==> src/rtl/shfh_pkg.sv <==
// Shared types and round functions for the streaming SuperFastHash core.
// Holds no parameters and depends on nothing else.
package shfh_pkg;

    // Kind of mixing round that one queued word takes.
    typedef enum logic [2:0] {
        KIND_NONE,
        KIND_ONE,
        KIND_TWO,
        KIND_THREE,
        KIND_FOUR
    } kind_t;

    typedef struct packed {
        logic [31:0] data;
        kind_t       kind;
        logic        fin;
    } entry_t;

    function automatic logic [31:0] sext8(input logic [7:0] b);
        return {{24{b[7]}}, b};
    endfunction

    // One mixing round: the main round for a full word, a tail round, or none for an empty word.
    function automatic logic [31:0] mix_round(input logic [31:0] h_in,
                                              input logic [31:0] w,
                                              input kind_t kind);
        logic [31:0] h;
        logic [31:0] lo;
        logic [31:0] hi;
        logic [31:0] t;
        h  = h_in;
        lo = {16'b0, w[15:0]};
        hi = {16'b0, w[31:16]};
        t  = '0;
        case (kind)
            KIND_FOUR: begin
                h = h + lo;
                t = (hi << 11) ^ h;
                h = (h << 16) ^ t;
                h = h + (h >> 11);
            end
            KIND_THREE: begin
                h = h + lo;
                h = h ^ (h << 16);
                h = h ^ (sext8(w[23:16]) << 18);
                h = h + (h >> 11);
            end
            KIND_TWO: begin
                h = h + lo;
                h = h ^ (h << 11);
                h = h + (h >> 17);
            end
            KIND_ONE: begin
                h = h + sext8(w[7:0]);
                h = h ^ (h << 10);
                h = h + (h >> 1);
            end
            default: begin
                h = h_in;
            end
        endcase
        return h;
    endfunction

    // First three steps of the final avalanche.
    function automatic logic [31:0] aval_first(input logic [31:0] h_in);
        logic [31:0] h;
        h = h_in;
        h = h ^ (h << 3);
        h = h + (h >> 5);
        h = h ^ (h << 4);
        return h;
    endfunction

    // Last three steps of the final avalanche.
    function automatic logic [31:0] aval_second(input logic [31:0] h_in);
        logic [31:0] h;
        h = h_in;
        h = h + (h >> 17);
        h = h ^ (h << 25);
        h = h + (h >> 6);
        return h;
    endfunction

endpackage

==> src/rtl/shfh_front.sv <==
// Input stage: accepts words, saturates the byte count and tags each word
// with its round kind and end-of-message flag. Depends on shfh_pkg.
module shfh_front (
    input  logic                aclk,
    input  logic                aresetn,
    input  logic                s_valid,
    output logic                s_ready,
    input  logic [31:0]         s_data_word,
    input  logic [2:0]          s_byte_count,
    input  logic                s_last,
    output logic                out_valid,
    input  logic                out_ready,
    output shfh_pkg::entry_t    out_entry
);
    import shfh_pkg::*;

    logic   valid_reg;
    logic   valid_next;
    entry_t entry_reg;
    entry_t entry_next;
    logic   take;

    assign s_ready = !valid_reg || out_ready;
    assign take    = s_valid && s_ready;

    always_comb begin
        entry_next      = entry_reg;
        entry_next.data = s_data_word;
        unique case (s_byte_count)
            3'd0:    entry_next.kind = KIND_NONE;
            3'd1:    entry_next.kind = KIND_ONE;
            3'd2:    entry_next.kind = KIND_TWO;
            3'd3:    entry_next.kind = KIND_THREE;
            default: entry_next.kind = KIND_FOUR;
        endcase
        // A short word always closes the message.
        entry_next.fin = s_last || (entry_next.kind != KIND_FOUR);
    end

    always_comb begin
        valid_next = valid_reg;
        if (take) begin
            valid_next = 1'b1;
        end else if (out_ready) begin
            valid_next = 1'b0;
        end
    end

    always_ff @(posedge aclk) begin
        if (!aresetn) begin
            valid_reg <= 1'b0;
        end else begin
            valid_reg <= valid_next;
        end
    end

    always_ff @(posedge aclk) begin
        if (take) begin
            entry_reg <= entry_next;
        end
    end

    assign out_valid = valid_reg;
    assign out_entry = entry_reg;

endmodule

==> src/rtl/shfh_fifo.sv <==
// Short queue of classified words between the front and back stages.
// Depends on shfh_pkg for the entry type.
module shfh_fifo #(
    parameter int DEPTH = 4
) (
    input  logic                aclk,
    input  logic                aresetn,
    input  logic                push,
    input  shfh_pkg::entry_t    push_entry,
    output logic                full,
    input  logic                pop,
    output logic                out_valid,
    output shfh_pkg::entry_t    out_entry
);
    import shfh_pkg::*;

    localparam int PTR_W = (DEPTH > 1) ? $clog2(DEPTH) : 1;
    localparam int CNT_W = $clog2(DEPTH + 1);
    localparam logic [PTR_W-1:0] LAST_PTR = PTR_W'(DEPTH - 1);
    localparam logic [CNT_W-1:0] FULL_CNT = CNT_W'(DEPTH);

    entry_t           mem_reg [DEPTH];
    logic [PTR_W-1:0] wr_ptr_reg;
    logic [PTR_W-1:0] wr_ptr_next;
    logic [PTR_W-1:0] rd_ptr_reg;
    logic [PTR_W-1:0] rd_ptr_next;
    logic [CNT_W-1:0] count_reg;
    logic [CNT_W-1:0] count_next;
    logic             do_push;
    logic             do_pop;

    assign full      = (count_reg == FULL_CNT);
    assign out_valid = (count_reg != '0);
    assign out_entry = mem_reg[rd_ptr_reg];
    assign do_push   = push && !full;
    assign do_pop    = pop && out_valid;

    always_comb begin
        wr_ptr_next = wr_ptr_reg;
        rd_ptr_next = rd_ptr_reg;
        count_next  = count_reg;
        if (do_push) begin
            wr_ptr_next = (wr_ptr_reg == LAST_PTR) ? '0 : wr_ptr_reg + 1'b1;
        end
        if (do_pop) begin
            rd_ptr_next = (rd_ptr_reg == LAST_PTR) ? '0 : rd_ptr_reg + 1'b1;
        end
        if (do_push && !do_pop) begin
            count_next = count_reg + 1'b1;
        end else if (do_pop && !do_push) begin
            count_next = count_reg - 1'b1;
        end
    end

    always_ff @(posedge aclk) begin
        if (!aresetn) begin
            wr_ptr_reg <= '0;
            rd_ptr_reg <= '0;
            count_reg  <= '0;
        end else begin
            wr_ptr_reg <= wr_ptr_next;
            rd_ptr_reg <= rd_ptr_next;
            count_reg  <= count_next;
        end
    end

    always_ff @(posedge aclk) begin
        if (do_push) begin
            mem_reg[wr_ptr_reg] <= push_entry;
        end
    end

endmodule

==> src/rtl/shfh_back.sv <==
// Back stage: runs the mixing rounds on the running hash, then a two-stage
// avalanche and the result register. Depends on shfh_pkg.
module shfh_back (
    input  logic                aclk,
    input  logic                aresetn,
    input  logic                in_valid,
    output logic                in_pop,
    input  shfh_pkg::entry_t    in_entry,
    output logic                m_valid,
    input  logic                m_ready,
    output logic [31:0]         m_hash_value
);
    import shfh_pkg::*;

    logic [31:0] hash_reg;
    logic [31:0] hash_next;
    logic        seen_reg;
    logic        seen_next;
    logic [31:0] mixed;
    logic        mixed_seen;

    logic        a_valid_reg;
    logic        a_valid_next;
    logic [31:0] a_hash_reg;
    logic        a_seen_reg;
    logic        b_valid_reg;
    logic        b_valid_next;
    logic [31:0] b_hash_reg;
    logic        b_seen_reg;
    logic        m_valid_reg;
    logic        m_valid_next;
    logic [31:0] m_hash_reg;

    logic        a_ready;
    logic        b_ready;
    logic        m_free;
    logic        pop_fin;

    assign mixed      = mix_round(hash_reg, in_entry.data, in_entry.kind);
    assign mixed_seen = seen_reg || (in_entry.kind != KIND_NONE);

    assign m_free  = !m_valid_reg || m_ready;
    assign b_ready = !b_valid_reg || m_free;
    assign a_ready = !a_valid_reg || b_ready;

    // Words that do not end a message never wait; the final word waits for
    // room in the avalanche pipeline.
    assign in_pop  = in_valid && (!in_entry.fin || a_ready);
    assign pop_fin = in_pop && in_entry.fin;

    always_comb begin
        hash_next = hash_reg;
        seen_next = seen_reg;
        if (pop_fin) begin
            hash_next = '0;
            seen_next = 1'b0;
        end else if (in_pop) begin
            hash_next = mixed;
            seen_next = mixed_seen;
        end
    end

    always_comb begin
        a_valid_next = a_valid_reg;
        b_valid_next = b_valid_reg;
        m_valid_next = m_valid_reg;
        if (pop_fin) begin
            a_valid_next = 1'b1;
        end else if (b_ready) begin
            a_valid_next = 1'b0;
        end
        if (b_ready) begin
            b_valid_next = a_valid_reg;
        end
        if (m_free) begin
            m_valid_next = b_valid_reg;
        end
    end

    always_ff @(posedge aclk) begin
        if (!aresetn) begin
            hash_reg    <= '0;
            seen_reg    <= 1'b0;
            a_valid_reg <= 1'b0;
            b_valid_reg <= 1'b0;
            m_valid_reg <= 1'b0;
        end else begin
            hash_reg    <= hash_next;
            seen_reg    <= seen_next;
            a_valid_reg <= a_valid_next;
            b_valid_reg <= b_valid_next;
            m_valid_reg <= m_valid_next;
        end
    end

    always_ff @(posedge aclk) begin
        if (pop_fin) begin
            a_hash_reg <= mixed;
            a_seen_reg <= mixed_seen;
        end
        if (b_ready && a_valid_reg) begin
            b_hash_reg <= aval_first(a_hash_reg);
            b_seen_reg <= a_seen_reg;
        end
        if (m_free && b_valid_reg) begin
            m_hash_reg <= b_seen_reg ? aval_second(b_hash_reg) : '0;
        end
    end

    assign m_valid      = m_valid_reg;
    assign m_hash_value = m_hash_reg;

endmodule

==> src/rtl/superfast_hash_stream_core.sv <==
// Top level of the streaming SuperFastHash core: front stage, word queue and
// back stage. Depends on shfh_pkg, shfh_front, shfh_fifo and shfh_back.
//
// Each accepted word carries up to four message bytes, first byte in bits
// 7:0, with a byte count (values above four count as four) and a last flag;
// a count below four also ends the message. The core takes one word per
// cycle while the word queue is not full, limited by the combinational
// mixing round on the running hash. The hash appears on the result channel
// once the final word has passed the front register, the queue, the mixing
// register and two avalanche stages; an empty message gives zero. The queue of
// FIFO_DEPTH words lets the input keep flowing while a result waits.
module superfast_hash_stream_core #(
    parameter int FIFO_DEPTH = 4
) (
    input  logic        aclk,
    input  logic        aresetn,
    input  logic        s_valid,
    output logic        s_ready,
    input  logic [31:0] s_data_word,
    input  logic [2:0]  s_byte_count,
    input  logic        s_last,
    output logic        m_valid,
    input  logic        m_ready,
    output logic [31:0] m_hash_value
);
    import shfh_pkg::*;

    logic   fr_valid;
    entry_t fr_entry;
    logic   q_full;
    logic   q_valid;
    logic   q_pop;
    entry_t q_entry;

    shfh_front u_front (
        .aclk         (aclk),
        .aresetn      (aresetn),
        .s_valid      (s_valid),
        .s_ready      (s_ready),
        .s_data_word  (s_data_word),
        .s_byte_count (s_byte_count),
        .s_last       (s_last),
        .out_valid    (fr_valid),
        .out_ready    (!q_full),
        .out_entry    (fr_entry)
    );

    shfh_fifo #(
        .DEPTH (FIFO_DEPTH)
    ) u_fifo (
        .aclk       (aclk),
        .aresetn    (aresetn),
        .push       (fr_valid),
        .push_entry (fr_entry),
        .full       (q_full),
        .pop        (q_pop),
        .out_valid  (q_valid),
        .out_entry  (q_entry)
    );

    shfh_back u_back (
        .aclk         (aclk),
        .aresetn      (aresetn),
        .in_valid     (q_valid),
        .in_pop       (q_pop),
        .in_entry     (q_entry),
        .m_valid      (m_valid),
        .m_ready      (m_ready),
        .m_hash_value (m_hash_value)
    );

    // A short word must be tagged as the end of its message.
    assert property (@(posedge aclk) disable iff (!aresetn)
        (s_valid && s_ready && (s_byte_count < 3'd4))
            |=> (fr_valid && fr_entry.fin))
        else $error("short word not tagged as final");

    // The back stage never pops from an empty queue.
    assert property (@(posedge aclk) disable iff (!aresetn)
        q_pop |-> q_valid)
        else $error("pop from empty word queue");

    // A word held in the front stage while the queue is full stays put.
    assert property (@(posedge aclk) disable iff (!aresetn)
        (fr_valid && q_full) |=> (fr_valid && $stable(fr_entry)))
        else $error("front word lost while queue full");

endmodule

==> config.mk <==
export PLATFORM = sky130hd
export DESIGN_NAME = superfast_hash_stream_core
export DESIGN_NICKNAME = d
export VERILOG_FILES = /design/src/rtl/shfh_pkg.sv /design/src/rtl/shfh_front.sv /design/src/rtl/shfh_fifo.sv /design/src/rtl/shfh_back.sv /design/src/rtl/superfast_hash_stream_core.sv
export SDC_FILE = /design/constraint.sdc
export NUM_CORES = 1
export LEC_CHECK = 0
export ABC_AREA = 1
export BUFFER_PORTS_ARGS = -buffer_cell sky130_fd_sc_hd__buf_2
export CORE_MARGIN = 2
export CORE_UTILIZATION = 44
export DETAILED_ROUTE_END_ITERATION = 16
export GPL_TIMING_DRIVEN = 0
export PLACE_DENSITY = 0.72
export SETUP_SLACK_MARGIN = 0.05
export SLEW_MARGIN = 20
export SYNTH_ARGS = -nofsm -noshare
export SYNTH_HDL_FRONTEND = slang
export SYNTH_SLANG_ARGS = --single-unit
==> constraint.sdc <==
create_clock -name aclk -period 6.17 [get_ports aclk]
set_input_delay 1.234 -clock aclk [delete_from_list [all_inputs] [get_ports aclk]]
set_output_delay 1.234 -clock aclk [all_outputs]
set_load 0.1 [all_outputs]
# Word-level counts from Yosys, hierarchy flattened
# Memory sizes are Yosys's and may differ from the RTL's. A register that Yosys moved wholly into a read port is not among the register bits.
# Index checks and enable logic that the tools add are counted.
[op_classes]
n_reduce_logical = 30
mux = 14
n_div = 0
eq_ne = 12
magnitude_cmp = 0
bitwise = 10
add_sub_neg = 13
shifts = 0
mul = 0
[op_table]
columns = ["operator", "count"]
rows = [
  ["$xor 32x32->32", 8],
  ["$pmux 32 s4", 1],
  ["$add 32x15->32", 2],
  ["$add 32x21->32", 2],
  ["$add 32x16->32", 1],
  ["$add 32x26->32", 1],
  ["$add 32x27->32", 1],
  ["$add 32x31->32", 1],
  ["$add 32x32->32", 1],
  ["$xor 27x32->32", 1],
  ["$eq 3x2->1 const B", 4],
  ["$pmux 3 s4", 1],
  ["$logic_and 1x1->1", 9],
  ["$logic_not 1->1", 8],
  ["$mux 2", 4],
  ["$logic_or 1x1->1", 7],
  ["$eq 3x1->1 const B", 2],
  ["$eq 3x3->1 const B", 2],
  ["$mux 1", 6],
  ["$mux 3", 2],
  ["$reduce_bool 3->1", 2],
  ["$add 2x1->2 const B", 2],
  ["$eq 2x2->1 const B", 2],
  ["$reduce_bool 2->1", 2],
  ["other kinds (7)", 7],
]
[word_totals]
output_inout_bits = 34
register_bits = 178
n_memories = 1
latch_bits = 0
word_cells = 97
ram_bits = 144
rom_bits = 0
[mem_list]
columns = ["memory", "words", "width", "rd", "rd_clocked_by_memory_dff", "wr", "line_no", "text"]
rows = [
  ["u_fifo.mem_reg", 4, 36, 1, 1, 1, "shfh_fifo.sv:22", "entry_t mem_reg [DEPTH];"],
]

# Depth between registers and ports, before layout
# Gate-level depths: netlist of run 1.
[logic_depth]
word_depth = 10
ltp_mapped = 45
depth_no_buf = 41

# By module
# A second synthesis of run 1 with hierarchy kept.
[unflattened]
hier_cells = 3410
hier_area_um2 = 26257.7
[by_module_without_submodules]
columns = ["mod", "area_per_inst_um2", "seq_area_each_um2", "cells_each", "n_inst"]
rows = [
  ["shfh_back", 19230.9, 3663.5, 2940, 1],
  ["shfh_fifo", 5864.4, 4504.3, 419, 1],
  ["shfh_front", 1158.6, 1101.1, 50, 1],
  ["superfast_hash_stream_core", 3.8, 0.0, 1, 1],
]

# Worst setup path after synthesis of run 1
# No wires, ideal clock.
[synth_timing]
path_kind = "reg2reg"
startpoint = "register with a tool-made name"
endpoint = "register u_back.a_hash_reg[30], data pin"
period_less_slack_ps = 5846
setup_slack_ps = 324
setup_ps = 270
path_buffers = 5
stages_incl_launch_ff = 35
arrival_time_ps = 5575
path_cell_list = "dfxtp_1 -> inv_1 -> buf_2 -> buf_2 -> buf_2 -> clkbuf_1 -> clkbuf_1 -> o21ai_0 -> o22ai_1 -> ha_1 -> inv_1 -> fa_1 -> inv_1 -> nand3_1 -> nand3_1 -> nand2_1 -> nand2_4 -> a31oi_2 -> o21ai_1 -> a21boi_1 -> o21ai_2 -> a21oi_1 -> o21ai_1 -> a21oi_1 -> o21ai_1 -> xor2_1 -> ha_1 -> a21oi_1 -> o21ai_0 -> a221oi_1 -> nand3_1 -> nand2_1 -> nor2_1 -> a21oi_2 -> nand4_2"
[synth_rtl]
columns = ["element", "line_no", "text"]
rows = [
  ["to (signal assigned)", "shfh_back.sv:98", "a_hash_reg <= mixed;"],
  ["to (decl)", "shfh_back.sv:24", "logic [31:0] a_hash_reg;"],
]

==> run metrics, run 1 <==
all-layer global routing usage=26.8%; WS Path Type=reg2reg; type of the tightest min-delay check=reg2reg; status=finished, final reports clean; worst-margin pin slew=0.836 ns; final setup fails=0; main combinational cell family by area after synthesis=simple AND/OR/NAND/NOR gates; # fillers=5541; via count=24800; Synth cell types=63; # IOs=74; max-cap viol count=0; Final nets=3850; CTS clk-pin slew, worst paths=0.06 ns; floorplan row count=89; mapped cell area=26400 um^2; clock buffer depth=3; Routed WL=86.8 mm; max reg flops=144; DP Area=28000 um^2; crit start category=flip-flop; chip width=249 um; Num CTS Buffers=37; Area Overhead vs Synth=17.9%; EDFF count, synth=278; #FFs+latches synth=324; arrival time at the worst endpoint=6.25 ns; gp weighted congestion=1.05; register area share after synthesis=35.1%; CP top delay family=compound AO/OA/AOI/OAI gates; worst skew pair latency=0.59 ns; residual DRC count=0; Remaining Overflow, GRT=0; Clock Skews=0.0410 ns; CP max stage delay=0.37 ns; Synthesis Warnings=0; H-tree Lvls=2; Worst Path Required=6.44 ns; Rel. slew slack=44.3%; complex-gate fraction of the synthesized area=15.6%; Final ANT Viol Nets=0; non-filler cells, final=4403; core area=59200 um^2; hpwl dp=68.6 mm; Final Cell Area=31100 um^2; die area=62000 um^2; Critical Path End Type=flip-flop; clk root buf=clkbuf_16; FFs w/ async S/R, synth=0%; Worst path slowest cell=dfxtp_4; Final Util=52.6%; share of cells above drive strength 1=15.9%; Slew Viols, Final=0; fraction of synthesized cell area in xor and xnor cells=7.43%; critical-path maximum fanout=10; largest net degree at the start of global routing=37; syn avg cell area=7.72 um^2; setup TNS=0 ns; vias in the first global route=22900; Die Y=249 um; global-route wire length before repair=128 mm; Cells after DPL=4277; fmax=167 MHz; TritonRoute pass-1 iters=8; Post-Synth Simple-Gate Area=25.1%; Initial Util=44.6%; predominant post-synthesis flop cell=edfxtp_1; initial antenna violation count=1; initial drt markers=1980; Final Hold Viols=0; input/output buffers=73; Synth Instances=3423; adder-cell area share of the yosys netlist=10.2%; Buf/Inv on CP=9; mux cell area share after synthesis=0%; most used cell, CP=buf_8; vias per cell=5.64; final worst-path cycle share=96.9%; Syn Nets=3673; TritonCTS clock tree=built; drt wl/cell=19.7 um; Final min period=5.98 ns; total clock sinks=324
-- metal layers --
metal / up-vias / global-route usage [%] / wire (um)
li1: 12100 / - / -
met1: 11400 / 32.4 / 34300
met2: 1030 / 43.7 / 39200
met3: 299 / 3.85 / 5910
met4: 0 / 19.9 / 7420
met5: - / 0 / 0
-- cell usage in the layout, fill, tap and decap left out, types with 14 or more instances in the layout --
| cell type | netlist | routed |
|---|---|---|
| nand2_1 | 731 | 716 |
| inv_1 | 379 | 369 |
| a21oi_1 | 332 | 315 |
| edfxtp_1 | 278 | 278 |
| nor2_1 | 265 | 253 |
| nand3_1 | 235 | 221 |
| o21ai_0 | 229 | 203 |
| ha_1 | 201 | 170 |
| xor2_1 | 142 | 122 |
| buf_2 | 15 | 77 |
| nand2_2 | 51 | 65 |
| nand4_1 | 60 | 60 |
| buf_4 | 1 | 57 |
| xnor2_1 | 56 | 45 |
| dfxtp_1 | 46 | 44 |
| o21ai_1 | 32 | 43 |
| clkbuf_16 | 0 | 38 |
| nor2_2 | 22 | 29 |
| inv_2 | 19 | 27 |
| nor3_1 | 33 | 27 |
| clkbuf_1 | 33 | 26 |
| nand3_2 | 14 | 26 |
| or2_2 | 24 | 24 |
| ha_4 | 0 | 21 |
| o21a_1 | 20 | 20 |
| xor2_4 | 3 | 19 |
| a21oi_2 | 3 | 17 |
| o21ai_2 | 3 | 15 |
| nor2_4 | 9 | 14 |
-- cell usage after synthesis (12+ instances only) --
cell type	number	area, um^2
nand2_1	731	2740
inv_1	379	1420
a21oi_1	332	1660
edfxtp_1	278	8350
nor2_1	265	995
nand3_1	235	1180
o21ai_0	229	1150
ha_1	201	2510
xor2_1	142	1240
nand4_1	60	375
xnor2_1	56	490
nand2_2	51	319
dfxtp_1	46	921
clkbuf_1	33	124
nor3_1	33	165
o21ai_1	32	160
or2_2	24	150
nor2_2	22	138
o22ai_1	21	131
o21a_1	20	150
inv_2	19	71.3
buf_2	15	75.1
nand3_2	14	140
a32oi_1	13	114
a21o_1	12	90.1
-- layout make-up --
| cell class | count | area (um^2) | area share [%] |
|---|---|---|---|
| antenna | 2 | 5.00 | 0.0161 |
| buffer | 47 | 353 | 1.13 |
| clock buffer | 41 | 941 | 3.02 |
| clock inverter | 26 | 363 | 1.17 |
| inverter | 403 | 1520 | 4.89 |
| multi-input combinational | 2647 | 16700 | 53.8 |
| sequential | 324 | 9270 | 29.8 |
| tap | 773 | 967 | 3.11 |
| timing repair buffer | 139 | 966 | 3.10 |
| timing repair inverter | 1 | 5.00 | 0.0161 |
-- final timing paths --
kind | startpoint | end | slack [ns] | depth (start not counted)
worst max-delay path | flip-flop | u_back.a_hash_reg[21]$_DFFE_PP_ | 0.19 | 33
worst min-delay path | u_back.a_seen_reg$_DFFE_PP_ | u_back.b_seen_reg$_DFFE_PP_ | 0.43 | 0
worst max register to register | flip-flop | u_back.a_hash_reg[21]$_DFFE_PP_ | 0.19 | 33
worst min register to register | u_back.a_seen_reg$_DFFE_PP_ | u_back.b_seen_reg$_DFFE_PP_ | 0.43 | 0
-- what timing repair did --
action,CTS,global route
endpoints found under the setup margin,64,54
cloned,1,0
pin swaps,37,44
setup buffers,29,29
resized for setup,153,138
hold buffers,0,0
-- logic make-up (layout without fill, tap and decap cells) --
logic type,after synthesis,count (layout)
xor+xnor,210,210
other cells,0,2
fa+ha+maj,210,210
compound gates,743,743
simple gates,1484,1484
flops,324,324
buf+inv,452,657
-- through the flow --
stage          setup slack (ns)  hold WS (ns)
6_report                  0.190         0.429
5_1_grt                 -0.0118         0.436
4_1_cts                  0.0517         0.431
3_5_place_dp              -2.59         0.416
3_3_place_gp              -2.50         0.402
2_1_floorplan             0.324         0.400
Power of run 1 is left out: the tool's default activity adds up to more than one toggle a clock period on the data nets, which glitch-free logic cannot reach.
==> run 2: changes to the inputs <==
CORE_ASPECT_RATIO = 1.5   (was default)
==> run metrics, run 2 (same netlist as run 1, synthesis figures left out) <==
Area Overhead vs Synth=18.0%; reg2reg path depth=33; area of the multi-input gates=16800 um^2; worst hold path stage count=0; drt wl/cell=22.0 um; # IOs=74; Post-Place Worst Slack=-2.26 ns; most used cell, CP=o21ai_0; commonest non-fill, non-tap cell in the layout=nand2_1; worst-margin pin slew=1.02 ns; final setup fails=0; reg-to-reg slack, setup=0.20 ns; H-tree Lvls=2; largest net degree at the start of global routing=37; TritonRoute pass-1 iters=7; Critical Path End Type=flip-flop; core area=59700 um^2; arrival time at the worst endpoint=6.43 ns; HP Start=u_back.a_seen_reg$_DFFE_PP_; Rel. slew slack=31.5%; crit start category=flip-flop; floorplan row count=110; CP max stage delay=0.40 ns; DP Area=28000 um^2; worst setup margin=0.197 ns; initial drt markers=1527; hold bufs inserted after CTS=0; Final min period=5.97 ns; input/output buffers=73; clock buffer depth=3; WS Path Type=reg2reg; clk root buf=clkbuf_16; Routed WL=97.3 mm; status=finished, final reports clean; RR Endpoint=u_back.hash_reg[10]$_SDFFE_PP0P_; Initial Util=44.2%; via count=24900; Hold Crit Endpoint=u_back.b_seen_reg$_DFFE_PP_; critical-path maximum fanout=10; initial antenna violation count=0; vias in the first global route=24500; final worst-path cycle share=96.8%; Worst path slowest cell=ha_2; global-route wire length before repair=142 mm; Num CTS Buffers=34; setup TNS=0 ns; Final Hold Viols=0; max-cap viol count=0; CTS clk-pin slew, worst paths=0.06 ns; Worst Path Required=6.63 ns; Remaining Overflow, GRT=0; Final Cell Area=31200 um^2; Final nets=3857; ANT cells=0; all-layer global routing usage=31.0%; Clock Skews=0.0184 ns; share of cells above drive strength 1=16.2%; gp weighted congestion=1.07; total clock sinks=324; # fillers=5673; hpwl dp=77.8 mm; Die Y=304 um; most frequent cells in the layout=nand2_1, inv_1, a21oi_1; chip width=204 um; die area=62100 um^2; max reg flops=144; Final Util=52.2%; TritonCTS clock tree=built; vias per cell=5.64; worst skew pair latency=0.57 ns; residual DRC count=0; Final ANT Viol Nets=0; FF+latch area=9280 um^2; Slew Viols, Final=0; type of the tightest min-delay check=reg2reg; fmax=167 MHz
[run 2: metal layers]
layer,global-route usage [%],vias up,share of wire (%)
met5,0,-,0
met4,34.1,0,13
met3,6.19,444,5.7
met2,54.1,946,49
met1,28.3,11400,32
li1,-,12100,-
[run 2: through the flow]
stage | std cells | hold WS [ns]
floorplan | 3423 | 0.400
global placement | 4280 | 0.427
detailed placement | 4287 | 0.451
CTS | 4384 | 0.465
global route | 4415 | 0.476
finish | 4415 | 0.467
[run 2: how the worst max path moves through the flow]
stage | endpoint | cells after the start
4_1_cts | u_back.a_hash_reg[26]$_DFFE_PP_ | 32
3_3_place_gp | u_back.hash_reg[16]$_SDFFE_PP0P_ | 32
5_1_grt | u_back.hash_reg[22]$_SDFFE_PP0P_ | 40
2_1_floorplan | u_back.a_hash_reg[30]$_DFFE_PP_ | 34
3_5_place_dp | u_back.hash_reg[30]$_SDFFE_PP0P_ | 38
6_report | u_back.hash_reg[10]$_SDFFE_PP0P_ | 33
[run 2: critical path: cells and delay by family (launching register included)]
family	cells	cell delay, ns
xor+xnor	2	0.60
flops	1	0.38
simple gates	10	1.19
buf+inv	8	0.81
compound gates	10	1.86
fa+ha+maj	3	1.02
[run 2: layout make-up]
type                    instances  area share, %
inverters                     403           4.89
repair buffers                151           3.46
multi-input cells            2647           53.8
flip-flops and latches        324           29.8
clock buffers                  39           2.79
plain buffers                  45           1.12
repair inverters                1         0.0161
clock inverters                21          0.960
well taps                     784           3.15
[run 2: timing repair]
action | CTS | global route
pin swaps | 35 | 43
endpoints found under the setup margin | 64 | 56
gates cloned | 1 | 0
setup buffers | 38 | 32
resized for setup | 184 | 151
Power of run 2 is left out for the same reason.
